## src/design/epoch_seconds_to_utc_date_defines.svh

```systemverilog
// Assertion helpers for the epoch to UTC date converter.
`ifndef EPOCH_SECONDS_TO_UTC_DATE_DEFINES_SVH
`define EPOCH_SECONDS_TO_UTC_DATE_DEFINES_SVH

`define ES2U_ASSERT_SAME(lbl, ante, cons, msg) \
    lbl: assert property (@(posedge aclk) disable iff (!aresetn) (ante) |-> (cons)) \
        else $error(msg);

`define ES2U_ASSERT_NEXT(lbl, ante, cons, msg) \
    lbl: assert property (@(posedge aclk) disable iff (!aresetn) (ante) |=> (cons)) \
        else $error(msg);

`endif

```

## src/design/es2u_pkg.sv

```systemverilog
package es2u_pkg;

    localparam int YEAR_W  = 13;
    localparam int MONTH_W = 4;
    localparam int DAY_W   = 5;
    localparam int HOUR_W  = 5;
    localparam int MIN_W   = 6;
    localparam int SEC_W   = 6;

    // seconds per day is 2^7 * 675
    localparam int DAY_LO_BITS = 7;
    localparam int DAY_DIV     = 675;
    localparam int SEC_PER_DAY = 86400;
    // seconds per hour is 2^4 * 225, per minute 2^2 * 15
    localparam int HOUR_DIV    = 225;
    localparam int MIN_DIV     = 15;

    localparam int SHIFT_DAYS     = 719468;
    localparam int DAYS_PER_CYCLE = 146097;
    localparam int DOC_W          = 18;
    localparam logic [DOC_W-1:0] LAST_DOC = 18'd146096;
    // doc / 1460 = (doc / 4) / 365, doc / 36524 = (doc / 4) / 9131
    localparam int DAYS_PER_YEAR  = 365;
    localparam int DAYS_PER_CENT4 = 9131;
    localparam int MP_DIV         = 153;

    localparam logic [YEAR_W-1:0]  YEARS_PER_CYCLE = 13'd400;
    localparam logic [MONTH_W-1:0] MP_JAN          = 4'd10;
    localparam logic [MONTH_W-1:0] MONTH_FEB       = 4'd2;

    typedef logic [8:0] doy_t;

    // first day of year (March based) of each month
    function automatic doy_t month_start(input logic [3:0] mp);
        doy_t res;
        case (mp)
            4'd0:    res = 9'd0;
            4'd1:    res = 9'd31;
            4'd2:    res = 9'd61;
            4'd3:    res = 9'd92;
            4'd4:    res = 9'd122;
            4'd5:    res = 9'd153;
            4'd6:    res = 9'd184;
            4'd7:    res = 9'd214;
            4'd8:    res = 9'd245;
            4'd9:    res = 9'd275;
            4'd10:   res = 9'd306;
            4'd11:   res = 9'd337;
            default: res = 9'd0;
        endcase
        return res;
    endfunction

endpackage

```

## src/design/es2u_dly.sv

```systemverilog
module es2u_dly #(
    parameter int W = 1,
    parameter int N = 1
) (
    input  logic         aclk,
    input  logic         en,
    input  logic [W-1:0] d,
    output logic [W-1:0] q
);

    logic [W-1:0] pipe_reg [N];

    always_ff @(posedge aclk) begin
        if (en) begin
            pipe_reg[0] <= d;
            for (int i = 1; i < N; i++) begin
                pipe_reg[i] <= pipe_reg[i-1];
            end
        end
    end

    assign q = pipe_reg[N-1];

endmodule

```

## src/design/es2u_cdiv.sv

```systemverilog
module es2u_cdiv #(
    parameter int XW      = 16,
    parameter int DIVISOR = 3,
    parameter int QW      = 15,
    parameter int RMW     = 2
) (
    input  logic           aclk,
    input  logic           en,
    input  logic [XW-1:0]  x_i,
    output logic [QW-1:0]  q_o,
    output logic [RMW-1:0] rem_o
);

    localparam longint unsigned RECIP = (64'd1 << XW) / DIVISOR;
    localparam int RW = $clog2(RECIP + 64'd1);
    localparam int PW = XW + RW;
    localparam logic [XW-1:0] DIV_X = XW'(DIVISOR);

    logic [PW-1:0]  prod_reg, prod_next;
    logic [XW-1:0]  x1_reg, x2_reg;
    logic [QW-1:0]  qe_reg, qe_next;
    logic [XW-1:0]  qd_reg, qd_next;
    logic [QW-1:0]  q_reg, q_next;
    logic [RMW-1:0] rem_reg, rem_next;
    logic [XW-1:0]  diff;
    logic           fix;

    // estimate is the quotient or one below it
    assign prod_next = PW'(x_i) * PW'(RECIP);
    assign qe_next   = QW'(prod_reg >> XW);
    assign qd_next   = XW'(XW'(qe_next) * DIV_X);

    assign diff     = x2_reg - qd_reg;
    assign fix      = (diff >= DIV_X);
    assign q_next   = fix ? qe_reg + QW'(1) : qe_reg;
    assign rem_next = fix ? RMW'(diff - DIV_X) : RMW'(diff);

    always_ff @(posedge aclk) begin
        if (en) begin
            prod_reg <= prod_next;
            x1_reg   <= x_i;
            qe_reg   <= qe_next;
            qd_reg   <= qd_next;
            x2_reg   <= x1_reg;
            q_reg    <= q_next;
            rem_reg  <= rem_next;
        end
    end

    assign q_o   = q_reg;
    assign rem_o = rem_reg;

endmodule

```

## src/design/epoch_seconds_to_utc_date.sv

```systemverilog
// Epoch seconds to UTC calendar date and time of day.
// Input channel s_*: one count of seconds since 1970-01-01 00:00:00 UTC per
// transfer, only the low EPOCH_BITS bits are significant.
// Result channel m_*: year, month, day of month, hour, minute and second,
// exactly one result per input transfer, in order.
// Results pass through a chain of constant dividers (days, 400-year cycle,
// century terms, year, month), each a three-stage reciprocal multiply with
// correction.
// Throughput: one transfer per cycle while the receiver takes results.
// When the receiver stalls with a result waiting, the whole pipeline holds
// and s_ready drops; empty stages inside the pipeline hold as well.
// Reset clears the valid bits only; the data registers are not reset.
// The year wraps modulo 8192 when EPOCH_BITS allows later dates.
`include "epoch_seconds_to_utc_date_defines.svh"

module epoch_seconds_to_utc_date #(
    parameter int EPOCH_BITS = 36
) (
    input  logic                               aclk,
    input  logic                               aresetn,
    input  logic                               s_valid,
    output logic                               s_ready,
    input  logic [EPOCH_BITS-1:0]              s_epoch_seconds,
    output logic                               m_valid,
    input  logic                               m_ready,
    output logic [es2u_pkg::YEAR_W-1:0]        m_year,
    output logic [es2u_pkg::MONTH_W-1:0]       m_month,
    output logic [es2u_pkg::DAY_W-1:0]         m_day_of_month,
    output logic [es2u_pkg::HOUR_W-1:0]        m_hour,
    output logic [es2u_pkg::MIN_W-1:0]         m_minute,
    output logic [es2u_pkg::SEC_W-1:0]         m_second
);

    localparam int LAT = 21;
    localparam int XW1 = EPOCH_BITS - es2u_pkg::DAY_LO_BITS;
    localparam int QW1 = $clog2(((64'd1 << XW1) - 64'd1) / es2u_pkg::DAY_DIV + 64'd1);
    localparam longint unsigned ZMAX =
        ((64'd1 << EPOCH_BITS) - 64'd1) / es2u_pkg::SEC_PER_DAY + es2u_pkg::SHIFT_DAYS;
    localparam int ZW  = $clog2(ZMAX + 64'd1);
    localparam int QW4 = $clog2(((64'd1 << ZW) - 64'd1) / es2u_pkg::DAYS_PER_CYCLE + 64'd1);
    localparam int DW  = es2u_pkg::DOC_W;
    localparam int YW  = es2u_pkg::YEAR_W;

    logic               en;
    logic [LAT:0]       v_reg;
    logic [EPOCH_BITS-1:0] in_reg;

    // time of day
    logic [QW1-1:0] days_q;
    logic [9:0]     rem1;
    logic [6:0]     lo7_d;
    logic [16:0]    sod;
    logic [5:0]     hour_q;
    logic [7:0]     rem2;
    logic [3:0]     lo4_d;
    logic [11:0]    rem_h;
    logic [6:0]     minute_q;
    logic [3:0]     rem3;
    logic [1:0]     lo2_d;
    logic [5:0]     second_w;

    // date
    logic [ZW-1:0]  z_reg;
    logic [QW4-1:0] cycle_q;
    logic [DW-1:0]  doc_q, doc10, doc15;
    logic [YW-1:0]  cyc400_reg, cyc400_d;
    logic [7:0]     q1460;
    logic [2:0]     q36524;
    logic [DW-1:0]  n_reg, n_next;
    logic [9:0]     yoc_q, yoc_d;
    logic [1:0]     c100;
    logic [DW-1:0]  yd_reg, yd_next;
    es2u_pkg::doy_t doy_reg, doy_next, doy_d;
    logic [10:0]    w_reg, w_next;
    logic [3:0]     mp_q;

    logic [YW-1:0]                    year_reg, year_next;
    logic [es2u_pkg::MONTH_W-1:0]     month_reg, month_next;
    logic [es2u_pkg::DAY_W-1:0]       day_reg, day_next;

    assign en      = m_ready | ~v_reg[LAT];
    assign s_ready = en;

    always_ff @(posedge aclk) begin
        if (!aresetn) begin
            v_reg <= '0;
        end else if (en) begin
            v_reg <= {v_reg[LAT-1:0], s_valid};
        end
    end

    always_ff @(posedge aclk) begin
        if (en) begin
            in_reg     <= s_epoch_seconds;
            z_reg      <= ZW'(days_q) + ZW'(es2u_pkg::SHIFT_DAYS);
            cyc400_reg <= YW'(YW'(cycle_q) * es2u_pkg::YEARS_PER_CYCLE);
            n_reg      <= n_next;
            yd_reg     <= yd_next;
            doy_reg    <= doy_next;
            w_reg      <= w_next;
            year_reg   <= year_next;
            month_reg  <= month_next;
            day_reg    <= day_next;
        end
    end

    // seconds to days and second of day
    es2u_cdiv #(.XW(XW1), .DIVISOR(es2u_pkg::DAY_DIV), .QW(QW1), .RMW(10)) u_div_day (
        .aclk(aclk), .en(en), .x_i(in_reg[EPOCH_BITS-1:es2u_pkg::DAY_LO_BITS]),
        .q_o(days_q), .rem_o(rem1)
    );
    es2u_dly #(.W(7), .N(3)) u_dly_lo7 (
        .aclk(aclk), .en(en), .d(in_reg[6:0]), .q(lo7_d)
    );
    assign sod = {rem1, lo7_d};

    es2u_cdiv #(.XW(13), .DIVISOR(es2u_pkg::HOUR_DIV), .QW(6), .RMW(8)) u_div_hour (
        .aclk(aclk), .en(en), .x_i(sod[16:4]), .q_o(hour_q), .rem_o(rem2)
    );
    es2u_dly #(.W(4), .N(3)) u_dly_lo4 (
        .aclk(aclk), .en(en), .d(sod[3:0]), .q(lo4_d)
    );
    assign rem_h = {rem2, lo4_d};

    es2u_cdiv #(.XW(10), .DIVISOR(es2u_pkg::MIN_DIV), .QW(7), .RMW(4)) u_div_min (
        .aclk(aclk), .en(en), .x_i(rem_h[11:2]), .q_o(minute_q), .rem_o(rem3)
    );
    es2u_dly #(.W(2), .N(3)) u_dly_lo2 (
        .aclk(aclk), .en(en), .d(rem_h[1:0]), .q(lo2_d)
    );
    assign second_w = {rem3, lo2_d};

    es2u_dly #(.W(es2u_pkg::HOUR_W), .N(15)) u_dly_hour (
        .aclk(aclk), .en(en), .d(hour_q[4:0]), .q(m_hour)
    );
    es2u_dly #(.W(es2u_pkg::MIN_W), .N(12)) u_dly_min (
        .aclk(aclk), .en(en), .d(minute_q[5:0]), .q(m_minute)
    );
    es2u_dly #(.W(es2u_pkg::SEC_W), .N(12)) u_dly_sec (
        .aclk(aclk), .en(en), .d(second_w), .q(m_second)
    );

    // March based day count to 400-year cycle and day of cycle
    es2u_cdiv #(.XW(ZW), .DIVISOR(es2u_pkg::DAYS_PER_CYCLE), .QW(QW4), .RMW(DW)) u_div_cyc (
        .aclk(aclk), .en(en), .x_i(z_reg), .q_o(cycle_q), .rem_o(doc_q)
    );
    es2u_dly #(.W(YW), .N(12)) u_dly_cyc (
        .aclk(aclk), .en(en), .d(cyc400_reg), .q(cyc400_d)
    );

    es2u_cdiv #(.XW(16), .DIVISOR(es2u_pkg::DAYS_PER_YEAR), .QW(8), .RMW(9)) u_div_1460 (
        .aclk(aclk), .en(en), .x_i(doc_q[DW-1:2]), .q_o(q1460), .rem_o()
    );
    es2u_cdiv #(.XW(16), .DIVISOR(es2u_pkg::DAYS_PER_CENT4), .QW(3), .RMW(14)) u_div_36524 (
        .aclk(aclk), .en(en), .x_i(doc_q[DW-1:2]), .q_o(q36524), .rem_o()
    );
    es2u_dly #(.W(DW), .N(3)) u_dly_doc10 (
        .aclk(aclk), .en(en), .d(doc_q), .q(doc10)
    );

    assign n_next = doc10 - DW'(q1460) + DW'(q36524) - DW'(doc10 == es2u_pkg::LAST_DOC);

    es2u_cdiv #(.XW(DW), .DIVISOR(es2u_pkg::DAYS_PER_YEAR), .QW(10), .RMW(9)) u_div_yoc (
        .aclk(aclk), .en(en), .x_i(n_reg), .q_o(yoc_q), .rem_o()
    );

    // year of cycle stays below 400
    assign c100 = 2'(yoc_q >= 10'd100) + 2'(yoc_q >= 10'd200) + 2'(yoc_q >= 10'd300);
    assign yd_next = DW'(DW'(yoc_q) * DW'(es2u_pkg::DAYS_PER_YEAR))
                   + DW'(yoc_q >> 2) - DW'(c100);

    es2u_dly #(.W(DW), .N(5)) u_dly_doc15 (
        .aclk(aclk), .en(en), .d(doc10), .q(doc15)
    );
    assign doy_next = 9'(doc15 - yd_reg);
    assign w_next   = 11'(11'(doy_reg) * 11'd5 + 11'd2);

    es2u_cdiv #(.XW(11), .DIVISOR(es2u_pkg::MP_DIV), .QW(4), .RMW(8)) u_div_mp (
        .aclk(aclk), .en(en), .x_i(w_reg), .q_o(mp_q), .rem_o()
    );
    es2u_dly #(.W(9), .N(4)) u_dly_doy (
        .aclk(aclk), .en(en), .d(doy_reg), .q(doy_d)
    );
    es2u_dly #(.W(10), .N(6)) u_dly_yoc (
        .aclk(aclk), .en(en), .d(yoc_q), .q(yoc_d)
    );

    // January and February belong to the next civil year
    assign day_next   = 5'(doy_d - es2u_pkg::month_start(mp_q) + 9'd1);
    assign month_next = (mp_q < es2u_pkg::MP_JAN) ? mp_q + 4'd3 : mp_q - 4'd9;
    assign year_next  = YW'(yoc_d) + cyc400_d + YW'(mp_q >= es2u_pkg::MP_JAN);

    assign m_valid        = v_reg[LAT];
    assign m_year         = year_reg;
    assign m_month        = month_reg;
    assign m_day_of_month = day_reg;

    `ES2U_ASSERT_NEXT(a_stall_hold, v_reg[LAT] && !m_ready, $stable(v_reg), "pipeline moved during stall")
    `ES2U_ASSERT_NEXT(a_take, s_valid && s_ready, v_reg[0], "accepted transfer lost")
    `ES2U_ASSERT_SAME(a_feb_len, m_valid && m_month == es2u_pkg::MONTH_FEB, m_day_of_month <= 5'd29, "February day out of range")

endmodule
```

## config.mk

```make
export PLATFORM = sky130hd
export DESIGN_NAME = epoch_seconds_to_utc_date
export DESIGN_NICKNAME = d
export VERILOG_FILES = /design/src/design/es2u_pkg.sv /design/src/design/es2u_dly.sv /design/src/design/es2u_cdiv.sv /design/src/design/epoch_seconds_to_utc_date.sv
export VERILOG_INCLUDE_DIRS = /design/src /design/src/design
export SDC_FILE = /design/constraint.sdc
export NUM_CORES = 2
export LEC_CHECK = 0
export BUFFER_PORTS_ARGS = -buffer_cell sky130_fd_sc_hd__buf_2
export CAP_MARGIN = 20
export CORE_UTILIZATION = 50
export DETAILED_ROUTE_END_ITERATION = 7
export GPL_ROUTABILITY_DRIVEN = 0
export PLACE_DENSITY_LB_ADDON = 0.15
export SYNTH_ARGS = -nofsm -noshare
export SYNTH_HDL_FRONTEND = slang
export SYNTH_SLANG_ARGS = --single-unit
```

## constraint.sdc

```tcl
create_clock -name aclk -period 84.1 [get_ports aclk]
set_input_delay 16.82 -clock aclk [delete_from_list [all_inputs] [get_ports aclk]]
set_output_delay 16.82 -clock aclk [all_outputs]
set_load 0.02 [all_outputs]
```

; After elaboration in Yosys (flattened, before gate mapping)
; Memory sizes are Yosys's and may differ from the RTL's. A register that Yosys moved wholly into a read port is not among the register bits.
; Index checks and enable logic that the tools add are counted.
[classes]
addsub = 36
bitwise_logic = 2
magnitude_cmp = 13
mul = 19
mux = 16
n_eq_ne = 1
[op_table]
columns = cell, n
row1 = $mul A29 B18 Y47 const B, 1
row2 = $sub A16 B16 Y16, 2
row3 = $ge A29 B10 Y1 const B, 1
row4 = $mul A20 B10 Y29 const B, 1
row5 = $sub A29 B29 Y29, 1
row6 = $mul A18 B9 Y27 const B, 1
row7 = $mul A16 B8 Y24 const B, 1
row8 = $mul A21 B3 Y24 const B, 1
row9 = $add A20 B20 Y21 const B, 1
row10 = $ge A21 B18 Y1 const B, 1
row11 = $mul A4 B18 Y21 const B, 1
row12 = $sub A21 B21 Y21, 1
row13 = $add A20 B1 Y20 const B, 1
row14 = $mux W10, 2
row15 = $mux W20, 1
row16 = $mux W4, 5
row17 = $mul A16 B3 Y19 const B, 1
row18 = $add A18 B3 Y18, 1
row19 = $eq A18 B18 Y1 const B, 1
row20 = $ge A18 B9 Y1 const B, 1
row21 = $mul A10 B9 Y18 const B, 1
row22 = $mux W18, 1
row23 = $sub A18 B1 Y18, 1
row24 = $sub A18 B18 Y18, 1
row25 = other kinds (52), 57
[totals]
reg_bits = 875
in_bits = 40
out_inout_bits = 41
memories = 12
mem_bits_ro = 144
mem_bits_rw = 654
[mem_list]
columns = name, depth, width, rd, rd_ports_with_merged_regs, wr, line
row1 = u_dly_cyc.pipe_reg, 12, 13, 12, 0, 12, es2u_dly.sv:11  ; logic [W-1:0] pipe_reg [N];
row2 = (no name shown), 16, 9, 1, 1, 0, es2u_pkg.sv:36  ; case (mp)
row3 = u_dly_doc15.pipe_reg, 5, 18, 5, 0, 5, es2u_dly.sv:11
row4 = u_dly_hour.pipe_reg, 15, 5, 15, 0, 15, es2u_dly.sv:11
row5 = u_dly_min.pipe_reg, 12, 6, 12, 0, 12, es2u_dly.sv:11
row6 = u_dly_sec.pipe_reg, 12, 6, 12, 0, 12, es2u_dly.sv:11
row7 = +6 memories, --, --, --, --, --, --

; Logic depth before layout (Yosys ltp)
[depth]
ltp_word = 4
mapped_depth = 24
ltp_nobuf = 24

; Modules after synthesis
; Synthesis repeated with hierarchy kept, for this count alone.
[hier_totals]
hier_cells = 6270
area_unflattened_um2 = 84033.1
[by_module_without_submodules]
columns = module, seq_area_each_um2, instances, area_per_inst_um2, cells_per_inst
row1 = es2u_cdiv (u_div_day), 4684.5, 1, 18003.5, 1668
row2 = epoch_seconds_to_utc_date, 4494.3, 1, 9251.4, 784
row3 = es2u_cdiv (u_div_yoc), 2732.6, 1, 8703.3, 747
row4 = es2u_cdiv (u_div_1460), 2372.3, 1, 6935.4, 605
row5 = es2u_cdiv (u_div_cyc), 2642.5, 1, 6219.7, 545
row6 = es2u_cdiv (u_div_36524), 2011.9, 1, 4785.8, 416
row7 = es2u_dly (u_dly_cyc), 4684.5, 1, 4684.5, 156
row8 = es2u_dly (u_dly_min ...), 2162.1, 2, 2162.1, 72
row9 = es2u_cdiv (u_div_hour), 1801.7, 1, 3636.0, 285
row10 = es2u_cdiv (u_div_mp), 1501.4, 1, 3372.0, 285
row11 = es2u_cdiv (u_div_min), 1621.6, 1, 3119.2, 232
row12 = es2u_dly (u_dly_doc15), 2702.6, 1, 2837.7, 108
row13 = es2u_dly (u_dly_hour), 2252.2, 1, 2252.2, 75
row14 = es2u_dly (u_dly_yoc), 1801.7, 1, 1801.7, 60
row15 = 5 more rows, --, --, --, --

; Worst setup path before layout
; No wires, ideal clock.
[synth_path]
path_type = input port to output port
start = input port m_ready
end = output port s_ready
n_path_buf = 2
arrival_ns = 50.152
required_ns = 67.280
setup_slack_ns = 17.128
stages = 4
cell_sequence = nor2b_1 > clkbuf_1 > inv_2 > buf_1
[synth_via]
elab_chain_len = 1
[synth_rtl]
columns = element, line
row1 = start: declaration, epoch_seconds_to_utc_date.sv:25  ; input logic m_ready,
row2 = $or A1 B1 Y1, epoch_seconds_to_utc_date.sv:81  ; assign en = m_ready | ~v_reg[LAT];
row3 = end: declaration, epoch_seconds_to_utc_date.sv:22  ; output logic s_ready,
; No other way between the ends.

; Worst setup path after layout
; Same ends and word-level chain as after synthesis.

==> run metrics <==
outcome complete, no violations; cts repair resizes 0; Crit Path Max Fanout 57; commonest register cell after synthesis edfxtp_1; Largest register FFs approximately 110; hold-critical path depth 0; Post-synth ARST share 0%; chip height 387 µm; CP Class in -> out; n_diodes 0; Critical path buffers and inverters 4; fmax 28.9 MHz; Required @ worst endpoint a little under 70000 ps; GRT Util Overall 16.9%; DR vias 40.0k; Synthesized Nets 7057; Slowest-stage cell, CP buf_4; Die Wd between 300 and 400 µm; area delta synth->final 10.0%; CTS tree done; IO Port Bufs 80; Startpoint Class input port; Critical Path Max Stage Delay 310 ps; endpoints failing setup 0; CP Cell Sequence buf_2 > nor2b_2 > buf_4 > inv_8 > buf_2; first-pass GRT wire length just over 200 mm; clock root cell clkbuf_16; cell mode on critical path buf_2; Post-Syn Area 74000 µm²; Yosys reg bits 1244; Std-Cell Rows 140; Tmin final 34640 ps; Final Core Density 55.6%; Inst Count DP 7593; HP Class reg -> reg; Tcrit/Tclk final 41.2%; Critical Path Sink Type primary output; core region area 146000 µm²; ranking of synthesized cells by area edfxtp_1 49%, ha_1 16%, fa_1 11%; initial antenna violation count 1; Worst-Margin Slew 1020 ps; Starting Density 50.6%; H-tree depth 4; vias per inst around 5; Max Clock Skew 40.4 ps; largest net degree at the start of global routing 159; register area share after synthesis around half; clk buf depth 3; MaxCap Viol Count 0; Yosys top cell area share 49.4%; share of layout cells above drive strength 1 under 10%; # nets final 7253; Overflow after GRT 0; worst reg2reg path depth 20; final hold violation count 0; Ports 81; Hold Buf Count CTS 0; area leader, netlist edfxtp_1; drt first pass iters 6; unrepaired setup endpoints after global routing false; Worst path depth 5; ANT nets after route 0; WL/cell 15.6 µm; mean area per synthesized cell roughly 13 µm²; Die Area ~150000 µm²; Netlist cell types 88; Post-DP HPWL 90.6 mm; yosys warns 0; Clock transition at path regs 60 ps; CTS sink cnt 1244; Post-synth EDFFs 1217; Max transition margin 32.2%; WL final approximately 120 mm; vias in the first global route 40.9k; setup bufs post-CTS 0; final slew viol count 0; worst-skew pair later-pin latency 770 ps; Final TNS setup 0 ps; Iter 0 DRT Violations ~1.8k; Worst Path Arrival 17820 ps; CP top delay family buffers and inverters; Fin Hold WS 396 ps; CTS buffer count 138; Remaining DRCs 0; Finished Layout Cells between 7k and 8k; Mapped Cells 5620
cells by family (layout without fill, tap and decap cells):
| logic type | count (synthesis) | after routing | synth area share, % |
|---|---|---|---|
| muxes | 23 | 23 | 0.328 |
| xor gates and xnor gates | 346 | 346 | 4.10 |
| and+or+nand+nor | 725 | 725 | 4.87 |
| adders and majority gates | 1397 | 1397 | 27.9 |
| DFF | 1244 | 1244 | 50.1 |
| buffers and inverters | 1110 | 1420 | 5.73 |
| AOI/OAI and AO/OA | 775 | 775 | 6.92 |
final timing paths:
| check | startpoint | endpoint | slack, ps |
|---|---|---|---|
| setup / recovery | m_ready | s_ready | 49460 |
| hold / removal | u_div_cyc.x1_reg[5]$_DFFE_PN_ | u_div_cyc.x2_reg[5]$_DFFE_PN_ | 400 |
| setup reg to reg | in_reg[23]$_DFFE_PN_ | u_div_day.prod_reg[47]$_DFFE_PN_ | 76710 |
| hold reg to reg | u_div_cyc.x1_reg[5]$_DFFE_PN_ | u_div_cyc.x2_reg[5]$_DFFE_PN_ | 400 |
layer usage:
layer  vias to the layer above  part of all wire, %  GRT usage [%]
met4                         0                  2.9           5.62
met2                       491                   49           29.1
met5                         -                    0              0
met1                     19400                   45           21.7
li1                      19900                    -              -
met3                       194                  2.9           2.63
Yosys cell counts (8+ instances only):
cell type and n:
edfxtp_1 1217, inv_1 1066, ha_1 973, fa_1 424, xnor2_1 239, a21oi_1 209, nand2_1 193, nor2_1 174
o21ai_0 144, xor2_1 107, a21o_1 69, nor3_1 65, o21a_1 55, a21boi_0 51, nand2b_1 49, nor2b_1 49
o21bai_1 43, nand3_1 41, nand4_1 31, dfxtp_1 27, and3_1 25, a211oi_1 24, a31oi_1 20, buf_4 20
o211ai_1 20, o31ai_1 18, clkbuf_1 16, nor3b_1 14, mux2i_1 13, or3_1 13, and2_1 12, mux2_2 10
nor4_1 10, o2111ai_1 10, or2_2 9, a211o_1 8, a31o_2 8, or4_1 8
layout by cell type, fill, tap and decap left out, types with 10 or more instances in the layout:
master        n
clkbuf_16   139
xor2_1      107
buf_2        80
nor3_1       65
and2_1       12
o21bai_1     43
nand3_1      41
nor2_1      174
bufinv_16    14
nand4_1      31
mux2_2       10
xnor2_1     239
ha_1        973
o31ai_1      18
o211ai_1     20
a211oi_1     24
buf_4        18
o2111ai_1    10
dfxtp_1      27
mux2i_1      13
a21boi_0     51
o21ai_0     144
nor3b_1      14
inv_1      1066
nand2b_1     49
or3_1        13
nor4_1       10
nand2_1     193
o21a_1       55
clkinv_1     19
edfxtp_1   1217
and3_1       25
a21o_1       69
clkinv_2     28
a21oi_1     209
clkbuf_1     26
a31oi_1      20
fa_1        424
nor2b_1      48
cell type report:
type,count,area (µm²)
fillers,12000,64900
inverters,1067,4010
clock inverters,89,1100
flip-flops and latches,1244,37100
well taps,1917,2400
repair buffers,99,556
clock buffers,165,3580
multi-input cells,3266,32700
worst register-to-register path: stages (launching register included):
cell      delay, ps
edfxtp_1        860
fa_1            550
ha_1            290
ha_1            330
fa_1            470
fa_1            540
inv_1            50
fa_1            550
inv_1            50
ha_1            300
a211oi_1        210
o21ai_0         120
a21oi_1         210
nor2_1          110
o311ai_0        820
o211ai_1        390
nand3_1         150
nand2_1          80
o41ai_1         750
o21bai_1        150
xor2_1          170
metrics by stage:
stage | cell area [µm²] | worst slack [ps]
6_report | 81400 | 49460
5_1_grt | 81400 | 49390
4_1_cts | 81400 | 49460
3_5_place_dp | 76700 | 49460
3_3_place_gp | 76700 | 49460
2_1_floorplan | 74000 | 17130
Power is left out: the tool's default activity adds up to more than one toggle a clock period on the data nets, which glitch-free logic cannot reach.
